[src/rtl/smpp_pkg.sv]
// Package: widths, codes and constants of the stereo mid polynomial predictor.
`default_nettype none
package smpp_pkg;

    // Field widths
    localparam int SAMPLE_W   = 9;
    localparam int RESIDUAL_W = 12;
    localparam int OUT_W      = 12;
    localparam int POS_W      = 2;
    localparam int CALC_W     = 14;
    localparam int S_TDATA_W  = 32;
    localparam int M_TDATA_W  = 16;

    // Saturation bounds of a decoded sample
    localparam logic signed [CALC_W-1:0] SAMPLE_MAX = 14'sd255;
    localparam logic signed [CALC_W-1:0] SAMPLE_MIN = -14'sd255;

    // Predictor order by position in the stream
    typedef enum logic [POS_W-1:0] {
        POS_ORDER0 = 2'd0,
        POS_ORDER1 = 2'd1,
        POS_ORDER2 = 2'd2,
        POS_STEADY = 2'd3
    } pos_t;

    // Direction register codes
    typedef enum logic {
        DIR_ENCODE = 1'b0,
        DIR_DECODE = 1'b1
    } dir_t;

endpackage
`default_nettype wire

[src/rtl/stereo_mid_polynomial_predictor_unit.sv]
// Stereo mid polynomial predictor: encode L/R to residuals or decode residuals.
// Datapath: an accepted item passes the input register, then the result register;
// the result is registered and held until it is taken.
// Throughput: one item per cycle while m_tready is high; history updates as each item is processed.
// The next item sees the history left by the previous one with no bubble.
// Reset (aresetn low, synchronous): both stages empty, history zero,
// stream position zero, direction encode.
`default_nettype none
module stereo_mid_polynomial_predictor_unit (
    input  wire logic                           aclk,
    input  wire logic                           aresetn,
    // configuration: direction (0 encode, 1 decode)
    input  wire logic                           cfg_valid,
    output logic                                cfg_ready,
    input  wire logic                           cfg_data,
    // input items
    input  wire logic                           s_tvalid,
    output logic                                s_tready,
    // [8:0] left_sample, [17:9] right_sample, [29:18] residual_in, [31:30] zero
    input  wire logic [smpp_pkg::S_TDATA_W-1:0] s_tdata,
    // [0] start_of_stream
    input  wire logic                           s_tuser,
    // result items
    output logic                                m_tvalid,
    input  wire logic                           m_tready,
    // [11:0] out_value, [15:12] zero
    output logic [smpp_pkg::M_TDATA_W-1:0]      m_tdata
);

    localparam int SW = smpp_pkg::SAMPLE_W;
    localparam int RW = smpp_pkg::RESIDUAL_W;
    localparam int CW = smpp_pkg::CALC_W;
    localparam int OW = smpp_pkg::OUT_W;

    // Control registers
    logic               in_valid_reg, in_valid_next;
    logic               out_valid_reg, out_valid_next;
    smpp_pkg::dir_t     direction_reg;
    smpp_pkg::pos_t     pos_reg, pos_next;

    // Payload registers
    logic                   in_sos_reg;
    logic signed [SW-1:0]   in_left_reg, in_right_reg;
    logic signed [RW-1:0]   in_res_reg;
    logic signed [SW-1:0]   hist_reg [3];
    logic signed [SW-1:0]   hist_next [3];
    logic [OW-1:0]          out_value_reg;

    // Datapath signals
    logic                   advance, in_accept, process;
    smpp_pkg::pos_t         pos_eff;
    logic signed [CW-1:0]   h0, h1, h2, est;
    logic signed [SW:0]     lr_sum;
    logic signed [SW-1:0]   merged;
    logic signed [CW-1:0]   enc_val, dec_sum, dec_val, val;
    logic signed [SW-1:0]   store_val;

    // Handshake
    assign advance   = !out_valid_reg || m_tready;
    assign s_tready  = !in_valid_reg || advance;
    assign in_accept = s_tvalid && s_tready;
    assign process   = in_valid_reg && advance;
    assign cfg_ready = 1'b1;
    assign m_tvalid  = out_valid_reg;
    assign m_tdata   = {{(smpp_pkg::M_TDATA_W - OW){1'b0}}, out_value_reg};

    // Stage valid flags
    always_comb begin
        in_valid_next = in_valid_reg;
        if (in_accept) begin
            in_valid_next = 1'b1;
        end else if (advance) begin
            in_valid_next = 1'b0;
        end
        out_valid_next = out_valid_reg;
        if (advance) begin
            out_valid_next = in_valid_reg;
        end
    end

    // Prediction from history; start flag forces order zero
    always_comb begin
        pos_eff = in_sos_reg ? smpp_pkg::POS_ORDER0 : pos_reg;
        h0 = CW'(hist_reg[0]);
        h1 = CW'(hist_reg[1]);
        h2 = CW'(hist_reg[2]);
        case (pos_eff)
            smpp_pkg::POS_ORDER0: est = '0;
            smpp_pkg::POS_ORDER1: est = h0;
            smpp_pkg::POS_ORDER2: est = (h1 <<< 1) - h0;
            smpp_pkg::POS_STEADY: est = (h2 <<< 1) + h2 - (h1 <<< 1) - h1 + h0;
            default:              est = '0;
        endcase
    end

    // Encode: floor((L+R)/2) minus estimate; decode: residual plus estimate, saturated
    always_comb begin
        lr_sum  = (SW+1)'(in_left_reg) + (SW+1)'(in_right_reg);
        merged  = SW'(lr_sum >>> 1);
        enc_val = CW'(merged) - est;
        dec_sum = CW'(in_res_reg) + est;
        if (dec_sum > smpp_pkg::SAMPLE_MAX) begin
            dec_val = smpp_pkg::SAMPLE_MAX;
        end else if (dec_sum < smpp_pkg::SAMPLE_MIN) begin
            dec_val = smpp_pkg::SAMPLE_MIN;
        end else begin
            dec_val = dec_sum;
        end
        if (direction_reg == smpp_pkg::DIR_DECODE) begin
            val       = dec_val;
            store_val = SW'(dec_val);
        end else begin
            val       = enc_val;
            store_val = merged;
        end
    end

    // History fill during start-up, shift in steady state
    always_comb begin
        hist_next = hist_reg;
        pos_next  = pos_reg;
        if (process) begin
            case (pos_eff)
                smpp_pkg::POS_ORDER0: begin
                    hist_next[0] = store_val;
                    pos_next     = smpp_pkg::POS_ORDER1;
                end
                smpp_pkg::POS_ORDER1: begin
                    hist_next[1] = store_val;
                    pos_next     = smpp_pkg::POS_ORDER2;
                end
                smpp_pkg::POS_ORDER2: begin
                    hist_next[2] = store_val;
                    pos_next     = smpp_pkg::POS_STEADY;
                end
                smpp_pkg::POS_STEADY: begin
                    hist_next[0] = hist_reg[1];
                    hist_next[1] = hist_reg[2];
                    hist_next[2] = store_val;
                    pos_next     = smpp_pkg::POS_STEADY;
                end
                default: begin
                    pos_next = pos_reg;
                end
            endcase
        end
    end

    // Control state
    always_ff @(posedge aclk) begin
        if (!aresetn) begin
            in_valid_reg  <= 1'b0;
            out_valid_reg <= 1'b0;
            direction_reg <= smpp_pkg::DIR_ENCODE;
            pos_reg       <= smpp_pkg::POS_ORDER0;
            hist_reg[0]   <= '0;
            hist_reg[1]   <= '0;
            hist_reg[2]   <= '0;
        end else begin
            in_valid_reg  <= in_valid_next;
            out_valid_reg <= out_valid_next;
            pos_reg       <= pos_next;
            hist_reg      <= hist_next;
            if (cfg_valid && cfg_ready) begin
                direction_reg <= smpp_pkg::dir_t'(cfg_data);
            end
        end
    end

    // Input item register
    always_ff @(posedge aclk) begin
        if (in_accept) begin
            in_sos_reg   <= s_tuser;
            in_left_reg  <= s_tdata[SW-1:0];
            in_right_reg <= s_tdata[2*SW-1:SW];
            in_res_reg   <= s_tdata[2*SW+RW-1:2*SW];
        end
    end

    // Result item register
    always_ff @(posedge aclk) begin
        if (process) begin
            out_value_reg <= val[OW-1:0];
        end
    end

endmodule
`default_nettype wire

[config.mk]
export PLATFORM = sky130hd
export DESIGN_NAME = stereo_mid_polynomial_predictor_unit
export DESIGN_NICKNAME = d
export VERILOG_FILES = /design/src/rtl/smpp_pkg.sv /design/src/rtl/stereo_mid_polynomial_predictor_unit.sv
export SDC_FILE = /design/constraint.sdc
export NUM_CORES = 1
export LEC_CHECK = 0
export BUFFER_PORTS_ARGS = -buffer_cell sky130_fd_sc_hd__buf_4
export CORE_ASPECT_RATIO = 0.75
export CORE_MARGIN = 2
export CORE_UTILIZATION = 35
export CTS_BUF_LIST = sky130_fd_sc_hd__clkbuf_4
export DETAILED_ROUTE_END_ITERATION = 7
export PLACE_DENSITY = 0.54
export SYNTH_ARGS = -nofsm -noshare
export SYNTH_HDL_FRONTEND = slang
export SYNTH_SLANG_ARGS = --single-unit
[constraint.sdc]
create_clock -name aclk -period 8.1 [get_ports aclk]
set_input_delay 0.81 -clock aclk [delete_from_list [all_inputs] [get_ports aclk]]
set_output_delay 0.81 -clock aclk [all_outputs]
set_load 0.01 [all_outputs]
* Word-level counts from Yosys, hierarchy flattened *
Cells that the tools add are included.

storage, ports and cells
  register bits = 75
  input bits = 39
  output and inout bits = 19
  word-level logic and storage cells = 50

cells by class
  $add $sub $neg = 8
  order comparisons = 2
  equal/unequal tests = 3
  mux-type cells = 11
  reductions and logical operators = 14

operators with widths
  operator                                                      count
  one-hot mux 14 bit (4 select lines)                           1
  two-way mux 12 bit                                            3
  one-hot mux 9 bit (2 select lines)                            2
  adder 12 x 14 -> 14 bit                                       1
  adder 13 x 9 -> 14 bit                                        1
  > comparator 14 x 9 -> 1 bit (second input constant)          1
  less-than comparator 14 x 9 -> 1 bit (second input constant)  1
  subtractor 12 x 9 -> 13 bit                                   1
  subtractor 11 x 10 -> 12 bit                                  1
  subtractor 9 x 12 -> 12 bit                                   1
  adder 10 x 9 -> 11 bit                                        1
  subtractor 10 x 9 -> 11 bit                                   1
  adder 9 x 9 -> 10 bit                                         1
  two-way mux 9 bit                                             1
  one-hot mux 2 bit (3 select lines)                            1
  AND reduction 2 bit                                           3
  nonzero test 2 bit                                            3
  == test 2 bit (second input constant)                         2
  == test 2 x 1 -> 1 bit (second input constant)                1
  logical AND 1 bit                                             2
  logical NOT 1 bit                                             2
  logical NOT 2 bit                                             1
  logical OR 1 bit                                              2
  two-way mux 1 bit                                             2
  other kinds (2)                                               2

* Depth between registers and ports, before layout *
  word-level depth = 11
  gate-level depth with buffers = 29
  depth with buffers taken out = 27

* Least setup slack after synthesis *
Ideal clock, no wire load.

  path type = reg-to-reg
  start = reg hist_reg (netlist bit h0[2])
  end = reg hist_reg (netlist bit h2[2])
  setup time = 0.086 ns
  data arrival time = 5.962 ns
  required time = 8.014 ns
  path slack = 2.052 ns
  stages on the path, launching flop included = 30
  buffers on the path = 2
  period minus slack after synthesis = 6.048 ns
  path through = dfxtp_1 > inv_1 > fa_1 > inv_1 > fa_1 > inv_1 > fa_1 > inv_1 > ha_1 > a21o_1 > a21oi_1 > o21bai_1 > a21o_1 > a21oi_1 > o31ai_1 > nor2_1 > xnor2_1 > a21o_1 > ha_1 > buf_6 > a21o_4 > o221a_4 > nand3_1 > o311ai_1 > a311oi_2 > xor2_2 > o21ai_2 > buf_6 > o21a_1 > a221oi_2

between the ends
  longest elaborated chain between the ends = 7
  elaborated cells on any way between the ends = 9
  classes of those cells = add/sub (3); order compare (2); mux (4)

ends and longest elaborated chain
  item                                                                   RTL line                                                                                RTL
  start: declaration                                                     stereo_mid_polynomial_predictor_unit.sv:45                                              logic signed [SW-1:0] hist_reg [3];
  start signal: assignment                                               stereo_mid_polynomial_predictor_unit.sv:163                                             hist_reg <= hist_next;
  adder 13 x 9 -> 14 bit or subtractor 10 x 9 -> 11 bit (tied branches)  stereo_mid_polynomial_predictor_unit.sv:91, stereo_mid_polynomial_predictor_unit.sv:90
  one-hot mux 14 bit (4 select lines) (*)                                stereo_mid_polynomial_predictor_unit.sv:87                                              case (pos_eff)
  adder 12 x 14 -> 14 bit (*)                                            stereo_mid_polynomial_predictor_unit.sv:101                                             dec_sum = CW'(in_res_reg) + est;
  less-than comparator 14 x 9 -> 1 bit                                   stereo_mid_polynomial_predictor_unit.sv:104                                             end else if (dec_sum < smpp_pkg::SAMPLE_MIN) begin
  two-way mux 12 bit                                                     stereo_mid_polynomial_predictor_unit.sv:104
  two-way mux 12 bit (*)                                                 stereo_mid_polynomial_predictor_unit.sv:102                                             if (dec_sum > smpp_pkg::SAMPLE_MAX) begin
  two-way mux 9 bit (*)                                                  stereo_mid_polynomial_predictor_unit.sv:109                                             if (direction_reg == smpp_pkg::DIR_DECODE) begin

Every way passes the cells marked *; elsewhere a longest branch is shown, timed or not.
A chain may end at the register's enable or synchronous reset.

* Worst setup path in the final report *
  start = reg hist_reg (netlist bit h0[2])
  end = reg hist_reg (netlist bit h0[6])

between the ends
  longest elaborated chain between the ends = 8
  elaborated cells on any way between the ends = 10
  classes of those cells = add/sub (3); order compare (2); mux (5)

ends and longest elaborated chain
  item                                                                   RTL line                                                                                RTL
  adder 13 x 9 -> 14 bit or subtractor 10 x 9 -> 11 bit (tied branches)  stereo_mid_polynomial_predictor_unit.sv:91, stereo_mid_polynomial_predictor_unit.sv:90
  one-hot mux 14 bit (4 select lines) (*)                                stereo_mid_polynomial_predictor_unit.sv:87
  adder 12 x 14 -> 14 bit (*)                                            stereo_mid_polynomial_predictor_unit.sv:101
  less-than comparator 14 x 9 -> 1 bit                                   stereo_mid_polynomial_predictor_unit.sv:104
  two-way mux 12 bit                                                     stereo_mid_polynomial_predictor_unit.sv:104
  two-way mux 12 bit (*)                                                 stereo_mid_polynomial_predictor_unit.sv:102
  two-way mux 9 bit (*)                                                  stereo_mid_polynomial_predictor_unit.sv:109
  one-hot mux 9 bit (2 select lines) (*)                                 stereo_mid_polynomial_predictor_unit.sv:123                                             case (pos_eff)

Marked as above.

==> results.py <==
metrics = {
    "global_route": {
        "grt_pass1_wl_mm": 27.1,
        "grt_pass1_vias": 5290,
        "track_usage": 0.173,
        "antenna_found_initial": 0,
        "grt_max_degree": 39,
        "grt_remaining_overflow": 0,
        "met3_usage": 0.0336,
        "grt_busiest_layer": "met2",
        "use_met2": 0.265,
        "met1_usage": 0.252,
    },
    "floorplan": {
        "dieArea_um2": 20300,
        "die_h_um": 124,
        "ios": 58,
        "initial_utilization": 0.360,
        "fp.dieW_um": 164,
        "coreArea_um2": 18600,
        "num_rows": 43,
    },
    "clocking": {
        "clock-root-buffer": "clkbuf_4",
        "holdBufCountCts": 0,
        "clk_latency_ns": 0.45,
        "tritoncts": "yes",
        "clock_path_buffers": 2,
        "post_cts_buffers": 0,
        "cts_resized": 0,
        "htree_levels": 3,
        "cts_sinks": 75,
        "path_clk_slew_ns": 0.14,
        "numCtsBuffers": 9,
    },
    "drt": {
        "firstDrtPassIters": 5,
        "finalWirelength_mm": 16.7,
        "drc": 0,
        "viasPerCell": 5.33,
        "wl_per_cell_um": 16.2,
        "drt_iter0_drc": 308,
        "vias": 5464,
        "drtAntennaViolNets": 0,
    },
    "setup_path": {
        "crit_arrival_ns": 7.40,
        "r2r-end": "h0[6]",
        "critPathMaxStageDelay_ns": 0.56,
        "cp_max_fo": 16,
        "crit_path_frequent_cell": "inv_1",
        "reg2reg_depth": 27,
        "worst_setup_path_start_kind": "flop",
        "endpoint_kind": "flop",
        "cp_slowest_cell": "fa_1",
        "regToRegSetupSlack_ns": 1.03,
        "critPathTopFamily": "compound AO/OA/AOI/OAI gates",
        "worstSetupPathType": "reg2reg",
        "r2r-start": "h0[2]",
        "crit_required_ns": 8.43,
        "critical_path_buf_inv_count": 4,
    },
    "status": {
        "status": "completed",
    },
    "pwr": {
        "powerDensity_nw_per_um2": 159,
        "switching_share": 0.371,
        "p_total_w": 0.00117,
        "pwr-share-seq": 0.380,
        "pwr-share-comb": 0.411,
        "intPower_w": 0.000739,
        "p_clk_frac": 0.209,
        "switchingPower_w": 0.000436,
        "irDropWorstVdd_mv": 0.0766,
        "static-leakage-power_nw": 3.13,
    },
    "logic_synthesis": {
        "syn_inst": 737,
        "synth_cell_types": 77,
        "syn_avg_cell_area_um2": 9.10,
        "ys_warn_count": 0,
        "synthFlopType": "edfxtp_1",
        "ys_ff_latch": 75,
        "synth_edf_count": 43,
        "syn_area_um2": 6710,
        "seq_area_frac_synth": 0.288,
        "async_reset_ff_frac": 0,
    },
    "worst_hold_path": {
        "hold_class": "reg2reg",
        "hold_start": "pos_reg[0]",
        "hold_end": "pos_reg[0]",
        "hold_path_depth": 2,
    },
    "timing": {
        "final.period_utilization": 0.873,
        "tightestPinTransition_ns": 0.899,
        "fmaxAchievable_ghz": 0.141,
        "slew_headroom": 0.397,
        "hold_viol_final": 0,
        "fin_setup_tns_ns": 0,
        "min_period_ns": 7.07,
        "finalClockSkew_ns": 0.0242,
        "rsz0062_at_grt": "false",
        "whs_ns": 0.511,
        "setup_viol_count_final": 0,
        "slew_viol_final": 0,
    },
    "cells_and_area": {
        "mostFrequentLayoutCells": "103 x inv_1, 64 x ha_1, 54 x a21oi_1",
        "area_growth_pct": 10.3,
        "nFillCells": 1909,
        "diodes": 0,
        "final_common_cell": "inv_1",
        "drive_above_1_share": 0.130,
        "finish.utilization": 0.398,
        "nets": 906,
    },
    "placement": {
        "io_buffer_count": 50,
        "hpwl_mm": 13.1,
        "place_congestion": 0.868,
    },
    "run": {
        "cap_violations": 0,
    },
}
area by class of cell:
type | count | area [um^2] | share of cell area
inverter | 106 | 398 | 0.0538
timing repair buffer | 53 | 398 | 0.0538
sequential | 75 | 1930 | 0.261
multi-input combinational | 528 | 4230 | 0.571
clock buffer | 10 | 75.1 | 0.0101
clock inverter | 6 | 62.6 | 0.00845
tap | 247 | 309 | 0.0418
routing by layer:
metal  vias up  routed length (um)
li1       2686                   -
met3        17                 942
met2       152                7130
met1      2609                8390
met4         0                 191
met5         -                   0
kinds of logic after synthesis:
kind of cell | count (synthesis) | synth area share
AND/OR/NAND/NOR | 173 | 0.134
flip-flops | 75 | 0.288
buffers and inverters | 137 | 0.0836
XOR/XNOR | 35 | 0.0468
other | 2 | 0.00112
adder cells (fa/ha/maj) | 94 | 0.209
AO/OA/AOI/OAI | 217 | 0.231
multiplexers | 4 | 0.00672
how the worst max path moves through the flow:
stage           from  endpoint  slack (ns)  cells after the start
6_report       h0[2]     h0[6]        1.03                     27
5_1_grt        h0[2]     h0[6]        0.54                     27
4_1_cts        h0[2]     h0[6]        1.05                     27
3_5_place_dp   h0[2]     h0[6]        1.11                     27
3_3_place_gp   h0[2]     h0[6]        1.21                     27
2_1_floorplan  h0[2]     h2[2]        2.05                     29
cells in the mapped netlist (all sizes together), types with 10 or more instances:
master / count / area (um^2)
ha: 64 / 801
a32o: 12 / 120
a21oi: 55 / 279
fa: 30 / 601
nor2b: 19 / 119
inv: 103 / 387
nor2: 33 / 124
edfxtp: 43 / 1290
nand2b: 14 / 87.6
o21ai: 40 / 204
a211oi: 18 / 145
clkbuf: 17 / 63.8
buf: 14 / 98.9
nand3: 17 / 90.1
nor3: 12 / 60.1
xor2: 10 / 95.1
dfxtp: 32 / 641
a21o: 14 / 113
xnor2: 25 / 219
nand2: 43 / 161
metrics by stage:
step	std cells	instance area (um^2)	setup WS, ns
final	1025	7400	1.03
after global routing	1025	7400	0.537
after CTS	1025	7400	1.05
after detailed placement	1009	7260	1.11
after global placement	1009	7260	1.21
after floorplan	740	6720	2.05
tightest hold or removal path, delay by kind of cell, from the launching register on:
family	cells	cell delay, ns
DFF	1	0.34
and+or+nand+nor	1	0.09
AOI/OAI and AO/OA	1	0.05
power by group through the flow:
stage	combinational, W	clock (W)	sequential [W]
global route	0.000545	0.000268	0.000450
detailed placement	0.000476	0	0.000455
global placement	0.000464	0	0.000455
CTS	0.000480	0.000254	0.000447
floorplan	0.000359	0	0.000456
finish	0.000483	0.000245	0.000447
No activity file was read; power rests on OpenSTA's default activity.
